**src/sv/ctt_pkg.sv**
```systemverilog
// Shared types and constants for the code-to-Unicode table block.
// Used by ctt_ctrl and code_to_unicode_table_with_assign_core.
package ctt_pkg;

  localparam int TableDepth = 256;
  localparam int IdxW       = $clog2(TableDepth);
  localparam int CntW       = $clog2(TableDepth + 1);

  localparam logic [15:0] UnassignedVal = 16'h25A1;
  localparam logic [15:0] ReservedVal   = 16'h0000;

  typedef enum logic [1:0] {
    CmdWrite  = 2'd0,
    CmdLookup = 2'd1,
    CmdFind   = 2'd2,
    CmdAdd    = 2'd3
  } cmd_e;

  typedef enum logic [1:0] {
    StatDone     = 2'd0,
    StatNotFound = 2'd1,
    StatFull     = 2'd2,
    StatPresent  = 2'd3
  } status_e;

  // Control from the sequencer to the tail of the ring.
  typedef struct packed {
    logic        wr_en;
    logic [15:0] wdata;
  } ring_ctrl_t;

endpackage

```
**src/sv/code_to_unicode_table_with_assign_core.sv**
```systemverilog
// Write and lookup wait for the target entry to reach the head; find scans the ring once;
// add scans once and, when it assigns a new code, then waits for that entry to reach the head.
// Throughput: one transaction at a time; the table ring rotates one entry per
// cycle past a single head compare.
// Reset: asynchronous, active low; code 0 holds 0x0000, all other codes 0x25A1,
// and the next free code is 1. No clearing pass is needed.
module code_to_unicode_table_with_assign_core (
  input  logic        clk_i,
  input  logic        rst_ni,
  input  logic        s_axis_tvalid,
  output logic        s_axis_tready,
  // [1:0] command, [9:2] code, [25:10] unicode, [31:26] zero
  input  logic [31:0] s_axis_tdata,
  output logic        m_axis_tvalid,
  input  logic        m_axis_tready,
  // [7:0] result_code, [23:8] result_unicode, [25:24] status, [31:26] zero
  output logic [31:0] m_axis_tdata
);

  // Cell 0 is the head of the ring and always holds the entry whose code
  // equals the sequencer's pointer. Every cycle each cell takes its upper
  // neighbor's entry, and the last cell takes the head entry back (or the
  // new value on a write), so each entry passes the head in turn.
  logic [15:0]         cell_q [ctt_pkg::TableDepth];
  ctt_pkg::ring_ctrl_t ring;

  logic [7:0]  res_code;
  logic [15:0] res_unicode;
  logic [1:0]  res_status;

  for (genvar i = 0; i < ctt_pkg::TableDepth; i++) begin : g_cell
    logic [15:0] init;
    logic [15:0] nbr;
    logic        load;

    // Hold the reserved value in code 0 after reset.
    assign init = (i == 0) ? ctt_pkg::ReservedVal : ctt_pkg::UnassignedVal;

    if (i == ctt_pkg::TableDepth - 1) begin : g_tail
      // Close the ring: the head entry returns, replaced on a write.
      assign nbr  = cell_q[0];
      assign load = ring.wr_en;
    end else begin : g_body
      assign nbr  = cell_q[i+1];
      assign load = 1'b0;
    end

    ctt_cell u_cell (
      .clk_i   (clk_i),
      .rst_ni  (rst_ni),
      .init_i  (init),
      .d_i     (nbr),
      .load_i  (load),
      .wdata_i (ring.wdata),
      .q_o     (cell_q[i])
    );
  end

  // Sequence commands, track the free code and register the result.
  ctt_ctrl u_ctrl (
    .clk_i         (clk_i),
    .rst_ni        (rst_ni),
    .in_valid_i    (s_axis_tvalid),
    .in_ready_o    (s_axis_tready),
    .in_cmd_i      (s_axis_tdata[1:0]),
    .in_code_i     (s_axis_tdata[9:2]),
    .in_unicode_i  (s_axis_tdata[25:10]),
    .head_i        (cell_q[0]),
    .ring_o        (ring),
    .out_valid_o   (m_axis_tvalid),
    .out_ready_i   (m_axis_tready),
    .out_code_o    (res_code),
    .out_unicode_o (res_unicode),
    .out_status_o  (res_status)
  );

  // Pack the result fields, lowest field first, zero-filled to 32 bits.
  assign m_axis_tdata = {6'b0, res_status, res_unicode, res_code};

endmodule

```
**src/sv/ctt_cell.sv**
```systemverilog
// One cell of the rotating table ring: holds one 16-bit entry.
// Depends on nothing; instantiated by the top level.
module ctt_cell (
  input  logic        clk_i,
  input  logic        rst_ni,
  input  logic [15:0] init_i,
  input  logic [15:0] d_i,
  input  logic        load_i,
  input  logic [15:0] wdata_i,
  output logic [15:0] q_o
);

  logic [15:0] entry_q;
  logic [15:0] entry_d;

  // Take the neighbor's entry, or a new value when loading.
  assign entry_d = load_i ? wdata_i : d_i;

  always_ff @(posedge clk_i or negedge rst_ni) begin
    if (!rst_ni) begin
      entry_q <= init_i;
    end else begin
      entry_q <= entry_d;
    end
  end

  assign q_o = entry_q;

endmodule

```
**src/sv/ctt_ctrl.sv**
```systemverilog
// Command sequencer: tracks the ring position, scans, seeks, writes and
// registers the result. Depends on ctt_pkg.
module ctt_ctrl (
  input  logic                  clk_i,
  input  logic                  rst_ni,
  input  logic                  in_valid_i,
  output logic                  in_ready_o,
  input  logic [1:0]            in_cmd_i,
  input  logic [7:0]            in_code_i,
  input  logic [15:0]           in_unicode_i,
  input  logic [15:0]           head_i,
  output ctt_pkg::ring_ctrl_t   ring_o,
  output logic                  out_valid_o,
  input  logic                  out_ready_i,
  output logic [7:0]            out_code_o,
  output logic [15:0]           out_unicode_o,
  output logic [1:0]            out_status_o
);

  typedef enum logic [3:0] {
    StIdle = 4'b0001,
    StScan = 4'b0010,
    StSeek = 4'b0100,
    StDone = 4'b1000
  } state_e;

  state_e                      state_q, state_d;
  ctt_pkg::cmd_e               cmd_q, cmd_d;
  logic [15:0]                 key_q, key_d;
  logic [ctt_pkg::IdxW-1:0]    ptr_q, ptr_d;
  logic [ctt_pkg::IdxW-1:0]    target_q, target_d;
  logic [ctt_pkg::IdxW-1:0]    cnt_q, cnt_d;
  logic                        found_q, found_d;
  logic [ctt_pkg::IdxW-1:0]    best_q, best_d;
  logic [ctt_pkg::CntW-1:0]    nfc_q, nfc_d;
  logic [7:0]                  res_code_q, res_code_d;
  logic [15:0]                 res_uni_q, res_uni_d;
  ctt_pkg::status_e            res_st_q, res_st_d;
  logic                        out_valid_q, out_valid_d;
  logic [7:0]                  out_code_q, out_code_d;
  logic [15:0]                 out_uni_q, out_uni_d;
  ctt_pkg::status_e            out_st_q, out_st_d;

  logic                        in_fire;
  logic                        out_free;
  logic                        hit_now;
  logic                        scan_found;
  logic [ctt_pkg::IdxW-1:0]    scan_best;

  assign in_ready_o = (state_q == StIdle);
  assign in_fire    = in_valid_i && in_ready_o;
  assign out_free   = !out_valid_q || out_ready_i;

  // Lowest matching code over one revolution, folding in the head now.
  assign hit_now    = (head_i == key_q) && (!found_q || (ptr_q < best_q));
  assign scan_found = found_q || hit_now;
  assign scan_best  = hit_now ? ptr_q : best_q;

  always_comb begin
    state_d     = state_q;
    cmd_d       = cmd_q;
    key_d       = key_q;
    target_d    = target_q;
    cnt_d       = cnt_q;
    found_d     = found_q;
    best_d      = best_q;
    nfc_d       = nfc_q;
    res_code_d  = res_code_q;
    res_uni_d   = res_uni_q;
    res_st_d    = res_st_q;
    out_valid_d = out_valid_q;
    out_code_d  = out_code_q;
    out_uni_d   = out_uni_q;
    out_st_d    = out_st_q;
    ring_o      = '0;

    // The ring rotates every cycle; the head holds entry ptr_q.
    if (ptr_q == ctt_pkg::IdxW'(ctt_pkg::TableDepth - 1)) begin
      ptr_d = '0;
    end else begin
      ptr_d = ptr_q + 1'b1;
    end

    if (out_valid_q && out_ready_i) begin
      out_valid_d = 1'b0;
    end

    unique case (state_q)
      StIdle: begin
        if (in_fire) begin
          cmd_d   = ctt_pkg::cmd_e'(in_cmd_i);
          key_d   = in_unicode_i;
          cnt_d   = '0;
          found_d = 1'b0;
          best_d  = '0;
          if (in_cmd_i == ctt_pkg::CmdWrite || in_cmd_i == ctt_pkg::CmdLookup) begin
            if ({1'b0, in_code_i} >= 9'(ctt_pkg::TableDepth)) begin
              res_code_d = in_code_i;
              res_uni_d  = ctt_pkg::UnassignedVal;
              res_st_d   = ctt_pkg::StatNotFound;
              state_d    = StDone;
            end else begin
              target_d = in_code_i[ctt_pkg::IdxW-1:0];
              state_d  = StSeek;
            end
          end else begin
            state_d = StScan;
          end
        end
      end

      StScan: begin
        found_d = scan_found;
        best_d  = scan_best;
        cnt_d   = cnt_q + 1'b1;
        if (cnt_q == ctt_pkg::IdxW'(ctt_pkg::TableDepth - 1)) begin
          if (scan_found) begin
            res_code_d = 8'(scan_best);
            res_uni_d  = key_q;
            res_st_d   = (cmd_q == ctt_pkg::CmdFind) ? ctt_pkg::StatDone
                                                     : ctt_pkg::StatPresent;
            state_d    = StDone;
          end else if (cmd_q == ctt_pkg::CmdFind) begin
            res_code_d = '0;
            res_uni_d  = '0;
            res_st_d   = ctt_pkg::StatNotFound;
            state_d    = StDone;
          end else if (nfc_q >= ctt_pkg::CntW'(ctt_pkg::TableDepth - 1)) begin
            res_code_d = '0;
            res_uni_d  = '0;
            res_st_d   = ctt_pkg::StatFull;
            state_d    = StDone;
          end else begin
            target_d = nfc_q[ctt_pkg::IdxW-1:0];
            state_d  = StSeek;
          end
        end
      end

      StSeek: begin
        // Wait for the target entry to reach the head, then act on it.
        if (ptr_q == target_q) begin
          res_code_d = 8'(target_q);
          res_st_d   = ctt_pkg::StatDone;
          if (cmd_q == ctt_pkg::CmdLookup) begin
            res_uni_d = head_i;
          end else begin
            ring_o.wr_en = 1'b1;
            ring_o.wdata = key_q;
            res_uni_d    = key_q;
          end
          if (cmd_q == ctt_pkg::CmdAdd) begin
            nfc_d = nfc_q + 1'b1;
          end
          state_d = StDone;
        end
      end

      StDone: begin
        if (out_free) begin
          out_valid_d = 1'b1;
          out_code_d  = res_code_q;
          out_uni_d   = res_uni_q;
          out_st_d    = res_st_q;
          state_d     = StIdle;
        end
      end

      default: begin
        state_d = StIdle;
      end
    endcase
  end

  always_ff @(posedge clk_i or negedge rst_ni) begin
    if (!rst_ni) begin
      state_q     <= StIdle;
      ptr_q       <= '0;
      nfc_q       <= ctt_pkg::CntW'(1);
      out_valid_q <= 1'b0;
      cnt_q       <= '0;
      found_q     <= 1'b0;
    end else begin
      state_q     <= state_d;
      ptr_q       <= ptr_d;
      nfc_q       <= nfc_d;
      out_valid_q <= out_valid_d;
      cnt_q       <= cnt_d;
      found_q     <= found_d;
    end
  end

  always_ff @(posedge clk_i) begin
    cmd_q      <= cmd_d;
    key_q      <= key_d;
    target_q   <= target_d;
    best_q     <= best_d;
    res_code_q <= res_code_d;
    res_uni_q  <= res_uni_d;
    res_st_q   <= res_st_d;
    out_code_q <= out_code_d;
    out_uni_q  <= out_uni_d;
    out_st_q   <= out_st_d;
  end

  assign out_valid_o   = out_valid_q;
  assign out_code_o    = out_code_q;
  assign out_unicode_o = out_uni_q;
  assign out_status_o  = out_st_q;

endmodule
```
**config.mk**
```make
export PLATFORM = sky130hd
export DESIGN_NAME = code_to_unicode_table_with_assign_core
export DESIGN_NICKNAME = d
export VERILOG_FILES = /design/src/sv/ctt_pkg.sv /design/src/sv/code_to_unicode_table_with_assign_core.sv /design/src/sv/ctt_cell.sv /design/src/sv/ctt_ctrl.sv
export SDC_FILE = /design/constraint.sdc
export NUM_CORES = 2
export LEC_CHECK = 0
export BUFFER_PORTS_ARGS = -buffer_cell sky130_fd_sc_hd__buf_4
export CORE_ASPECT_RATIO = 0.8
export CORE_MARGIN = 3
export CORE_UTILIZATION = 55
export DETAILED_ROUTE_END_ITERATION = 8
export PLACE_DENSITY_LB_ADDON = 0.12
export SYNTH_ARGS = -nofsm -noshare
export SYNTH_HDL_FRONTEND = slang
export SYNTH_SLANG_ARGS = --single-unit
```
**constraint.sdc**
```tcl
create_clock -name clk_i -period 3.1 [get_ports clk_i]
set_input_delay 0.62 -clock clk_i [delete_from_list [all_inputs] [get_ports clk_i]]
set_output_delay 0.62 -clock clk_i [all_outputs]
set_load 0.05 [all_outputs]
```
# After elaboration in Yosys (flattened, before gate mapping)
# Cells that the tools add are included.
# op_classes
order_cmp	2
n_addsub	3
mux	50
eq_ne	21
n_reduce_logical	19
# ops
op	n
2-to-1 mux 16 bit	7
2-to-1 mux 8 bit	14
case mux 8 bit (2 select lines)	4
2-to-1 mux 17 bit	3
case mux 16 bit (2 select lines)	1
2-to-1 mux 4 bit	7
adder 8 x 1 -> 8 bit, second input constant	2
equality test 16 bit	1
equality test 8 bit, second input constant	2
case mux 4 bit (4 select lines)	1
2-to-1 mux 2 bit	6
inequality test 2 bit, second input constant	5
adder 9 x 1 -> 9 bit, second input constant	1
>= comparator 9 x 8 -> 1 bit, second input constant	1
equality test 8 bit	1
less-than comparator 8 bit	1
AND reduction 4 bit	2
AND reduction 7 bit	1
inequality test 2 x 1 -> 1 bit, second input constant	3
AND reduction 2 bit	3
equality test 2 x 1 -> 1 bit, second input constant	2
equality test 2 bit, second input constant	2
equality test 4 x 1 -> 1 bit, second input constant	1
equality test 4 x 2 -> 1 bit, second input constant	1
13 further kinds	23
# totals
output_inout_bits	34
inputBits	36
ff_bits	4213

# Longest topological paths before layout
# depth
depth_word	7
ltp_mapped	8
depth_no_buf	7

# Worst setup path after synthesis
# Ideal clock, no wire load.
# synth_path
kind	reg-to-reg
startpoint	register u_ctrl.state_q[0]
endpoint	register u_ctrl.target_q[0] (netlist bit), enable pin
setup_ns	0.370
slack_ns	0.344
stages_incl_launch_ff	7
arrival_time_ns	2.386
cell_sequence	dfstp_2 > or4b_4 > inv_1 > a21oi_1 > inv_1 > nand3_1 > nor2_1
# synth_between
elab_chain_len	4
word_cells_on_any_way	11
cone_classes	eq/ne (8); reduce/logical (3)
# synth_lines
item	line_no	text
start, declared	ctt_ctrl.sv:27	state_e state_q, state_d;
start signal, assigned	ctt_ctrl.sv:177	state_q <= StIdle;
start signal, assigned	ctt_ctrl.sv:184	state_q <= state_d;
equality test 4 x 1 -> 1 bit (*)	ctt_ctrl.sv:50	assign in_ready_o = (state_q == StIdle);
via s_axis_tready	code_to_unicode_table_with_assign_core.sv:11	output logic s_axis_tready,
logical AND 1 bit	ctt_ctrl.sv:51	assign in_fire = in_valid_i && in_ready_o;
inequality test 2 bit (no source line)	n/a	
AND reduction 7 bit (no source line) (*)	n/a	
end signal, assigned	ctt_ctrl.sv:196	target_q <= target_d;
end, declared	ctt_ctrl.sv:31	logic [ctt_pkg::IdxW-1:0] target_q, target_d;
# Mark *: on every way through the listed nets, which the timed path passes. The rest lies on a longest branch.
# A chain may end at the register's enable or synchronous reset.

# Worst setup path in the final report
# layout_path
startpoint	register u_ctrl.state_q[0]
endpoint	output s_axis_tready
# layout_between
elab_chain_len	1
# layout_lines
item	line_no
equality test 4 x 1 -> 1 bit	ctt_ctrl.sv:50
end, declared	code_to_unicode_table_with_assign_core.sv:11
# Every way passes these cells.

==> flow_metrics.tcl <==
set metrics [dict create \
    ios 70 \
    r2r_start "u_ctrl.nfc_q[2]" \
    hpwl_um 66300 \
    gp_congestion 0.737 \
    hold_path.class "input port to asynchronous set/reset pin" \
    initial_core_util 0.555 \
    criticalPathCategory "register to output pin" \
    skew_ps 67.0 \
    die_width_um 506 \
    grt_overflow 0 \
    p_leak_nw 61.0 \
    placed_cells 7345 \
    cts_resized 0 \
    period_share 0.956 \
    grt_pass1_vias 41800 \
    avgSynthCellArea_um2 24.2 \
    maxCapViolations 0 \
    fin_area_um2 128000 \
    grt_max_degree 133 \
    top_layer_used "met4" \
    area_delta_synth_final_pct 16.1 \
    ys_ff_latch 4213 \
    ys_async_sr_fraction 0.980 \
    port-buffer-count 57 \
    cts_made_buffers 376 \
    maxSlewViolCount 0 \
    syn_area_um2 110000 \
    ant_nets 0 \
    synth_cells 4539 \
    post-place-ws_ps 589 \
    fin_nets 5136 \
    vias 37300 \
    fill_cells 12400 \
    rows 146 \
    wl_met1_um 74100 \
    routed_wl_um 149000 \
    place_area_um2 115000 \
    max_freq_ghz 0.337 \
    die_h_um 406 \
    power.total_mw 104 \
    cp_max_fo 4 \
    synth_edf_count 86 \
    met2_length_um 64300 \
    outcome "completed" \
    dieArea_um2 205000 \
    worstRegToRegCells 8 \
    cts_root_buf "clkbuf_16" \
    synth_warnings 0 \
    worst-r2r-setup-slack_ps 520 \
    grt_first_pass_wirelength_um 245000 \
    crit_arrival_ps 2350 \
    tightest_slew_ps 995 \
    first_pass_iters 5 \
    pwr_density_cell_nw_per_um2 815 \
    drive_gt1_frac 0.431 \
    grt_usage 0.153 \
    wl_per_cell_um 18.5 \
    ys.flop_type "dfrtp_1" \
    period_needed_ps 2970 \
    ys_types 60 \
    yosysSeqAreaShare 0.980 \
    wl_met3_um 6210 \
    finalWorstSetupSlack_ps 135 \
    final_util 0.644 \
    hold_viol 0 \
    clk_latency_ps 930 \
    drcViolationCount 0 \
    vias_per_cell 4.63 \
    whs_ps 273 \
    instances_no_fill 8050 \
    cts_sinks 4213 \
    cts_setup_buffers 0 \
    startpoint_type "register" \
    grt_setup_unrepaired "false" \
    cp_data_required_time_ps 2480 \
    ir_drop_v 0.000591 \
    setup_violations 0 \
    antenna_found_initial 20 \
    path_clk_slew_ps 60 \
    drt_iter0_drc 2486 \
    r2r_end "u_ctrl.res_uni_q[5]" \
    cts_tree "yes" \
    clk_path_buf_depth 4 \
    htreeDepth 5 \
    max_slew_margin 0.336 \
    tns_ps 0 \
    core_um2 198000 \
    end_kind "output pin" \
]
-- critical path, cell delays in order, from the launching register on --
cell     delay, ps
dfstp_2        560
or4b_4         500
inv_1          130
buf_4          260
-- routing by layer --
| metal | vias to the layer above | GRT usage |
|---|---|---|
| li1 | 15400 | - |
| met1 | 20800 | 0.248 |
| met2 | 634 | 0.210 |
| met3 | 356 | 0.0325 |
| met4 | 0 | 0.0527 |
| met5 | - | 0 |
-- synth_stat cells, types with 8 or more instances --
library cell     n  share of area
nand3_1         11        0.00050
nand2_1         49         0.0017
xnor2_1         17         0.0014
xor2_1          19         0.0015
a22oi_1          8        0.00055
a22o_2           9        0.00082
edfxtp_1        86          0.023
inv_1           15        0.00051
clkbuf_1         8        0.00027
dfrtp_1       2595           0.59
dfstp_2       1532           0.37
nor2_1          16        0.00055
mux2_2          16         0.0016
nand4_1         11        0.00063
a21oi_1         14        0.00064
o21ai_0         30         0.0014
ha_1            12         0.0014
-- logic make-up after synthesis --
family / count (synthesis) / share of synthesized area
multiplexers: 18 / 0.00183
XOR/XNOR: 36 / 0.00287
adder cells (fa/ha/maj): 12 / 0.00136
buffers and inverters: 38 / 0.00185
AO/OA/AOI/OAI: 90 / 0.00573
other: 1 / 0.0000341
flip-flops: 4213 / 0.980
AND/OR/NAND/NOR: 131 / 0.00677
-- cell type report --
class | count | area (um^2) | share of cell area
sequential | 4213 | 108000 | 0.843
clock buffer | 560 | 11300 | 0.0881
tap | 2664 | 3330 | 0.0261
multi-input combinational | 293 | 2080 | 0.0162
timing repair buffer | 189 | 2010 | 0.0157
clock inverter | 111 | 1260 | 0.00986
inverter | 15 | 56.3 | 0.000441
antenna | 5 | 12.5 | 0.0000979
-- cells in the final DEF (no fill, tap or decap), drive strengths merged, types with 2 or more instances in the layout --
cell type / netlist / routed
dfrtp: 2595 / 2595
dfstp: 1532 / 1532
clkbuf: 8 / 560
buf: 15 / 160
edfxtp: 86 / 86
clkinv: 0 / 71
nand2: 51 / 51
o21ai: 31 / 31
dlygate4sd3: 0 / 29
bufinv: 0 / 25
xor2: 19 / 19
inv: 15 / 19
xnor2: 17 / 17
nor2: 17 / 17
mux2: 17 / 17
a22o: 16 / 16
a21oi: 15 / 15
and3: 13 / 13
ha: 12 / 12
nand4: 12 / 12
nand3: 11 / 11
clkinvlp: 0 / 11
a22oi: 8 / 8
a41oi: 8 / 8
nor4: 7 / 7
conb: 1 / 6
diode: 0 / 5
and2: 5 / 5
and4: 3 / 3
nand2b: 2 / 2
a31o: 2 / 2
a31oi: 2 / 2
nor3: 2 / 2
or4b: 2 / 2
nor4b: 2 / 2
-- sequential cells by signal, summed over array words and instances (netlist names), 2 cells and up --
| signal | count |
|---|---|
| u_ctrl.out_unicode_o | 16 |
| u_ctrl.target_q | 8 |
| u_ctrl.res_code_q | 8 |
| u_ctrl.ptr_q | 8 |
| g_cell.u_cell.q_o | 4096 |
| u_ctrl.nfc_q | 9 |
| u_ctrl.res_st_q | 2 |
| u_ctrl.best_q | 8 |
| u_ctrl.state_q | 4 |
| u_ctrl.out_status_o | 2 |
| u_ctrl.cmd_q | 2 |
| u_ctrl.out_code_o | 8 |
| u_ctrl.cnt_q | 8 |
| u_ctrl.key_q | 16 |
| u_ctrl.res_uni_q | 16 |
-- worst max path at each step --
stage | from | end | slack (ps) | cells past startpoint
6_report | u_ctrl.state_q[0] | s_axis_tready | 130 | 3
3_5_place_dp | u_ctrl.nfc_q[2] | u_ctrl.res_uni_q[3] | 590 | 8
5_1_grt | u_ctrl.state_q[0] | s_axis_tready | 5 | 3
4_1_cts | u_ctrl.state_q[0] | s_axis_tready | 30 | 3
2_1_floorplan | u_ctrl.state_q[0] | u_ctrl.target_q[0] | 340 | 6
3_3_place_gp | u_ctrl.state_q[0] | u_ctrl.target_q[0] | 600 | 7
-- power breakdown --
group / leakage (nW) / switching, mW / internal, mW / total [mW]
clock: 6.17 / 19.0 / 27.2 / 46.2
combinational: 2.01 / 1.64 / 0.469 / 2.11
sequential: 52.8 / 0.187 / 55.6 / 55.8
total: 61.0 / 20.8 / 83.3 / 104
-- what timing repair did --
| action | CTS | global route |
|---|---|---|
| endpoints found under the setup margin | 0 | 0 |
| hold buffers | 29 | 0 |
| hold endpoints to repair | 239 | 0 |
Note: power is estimated with default switching activity, not from simulation.
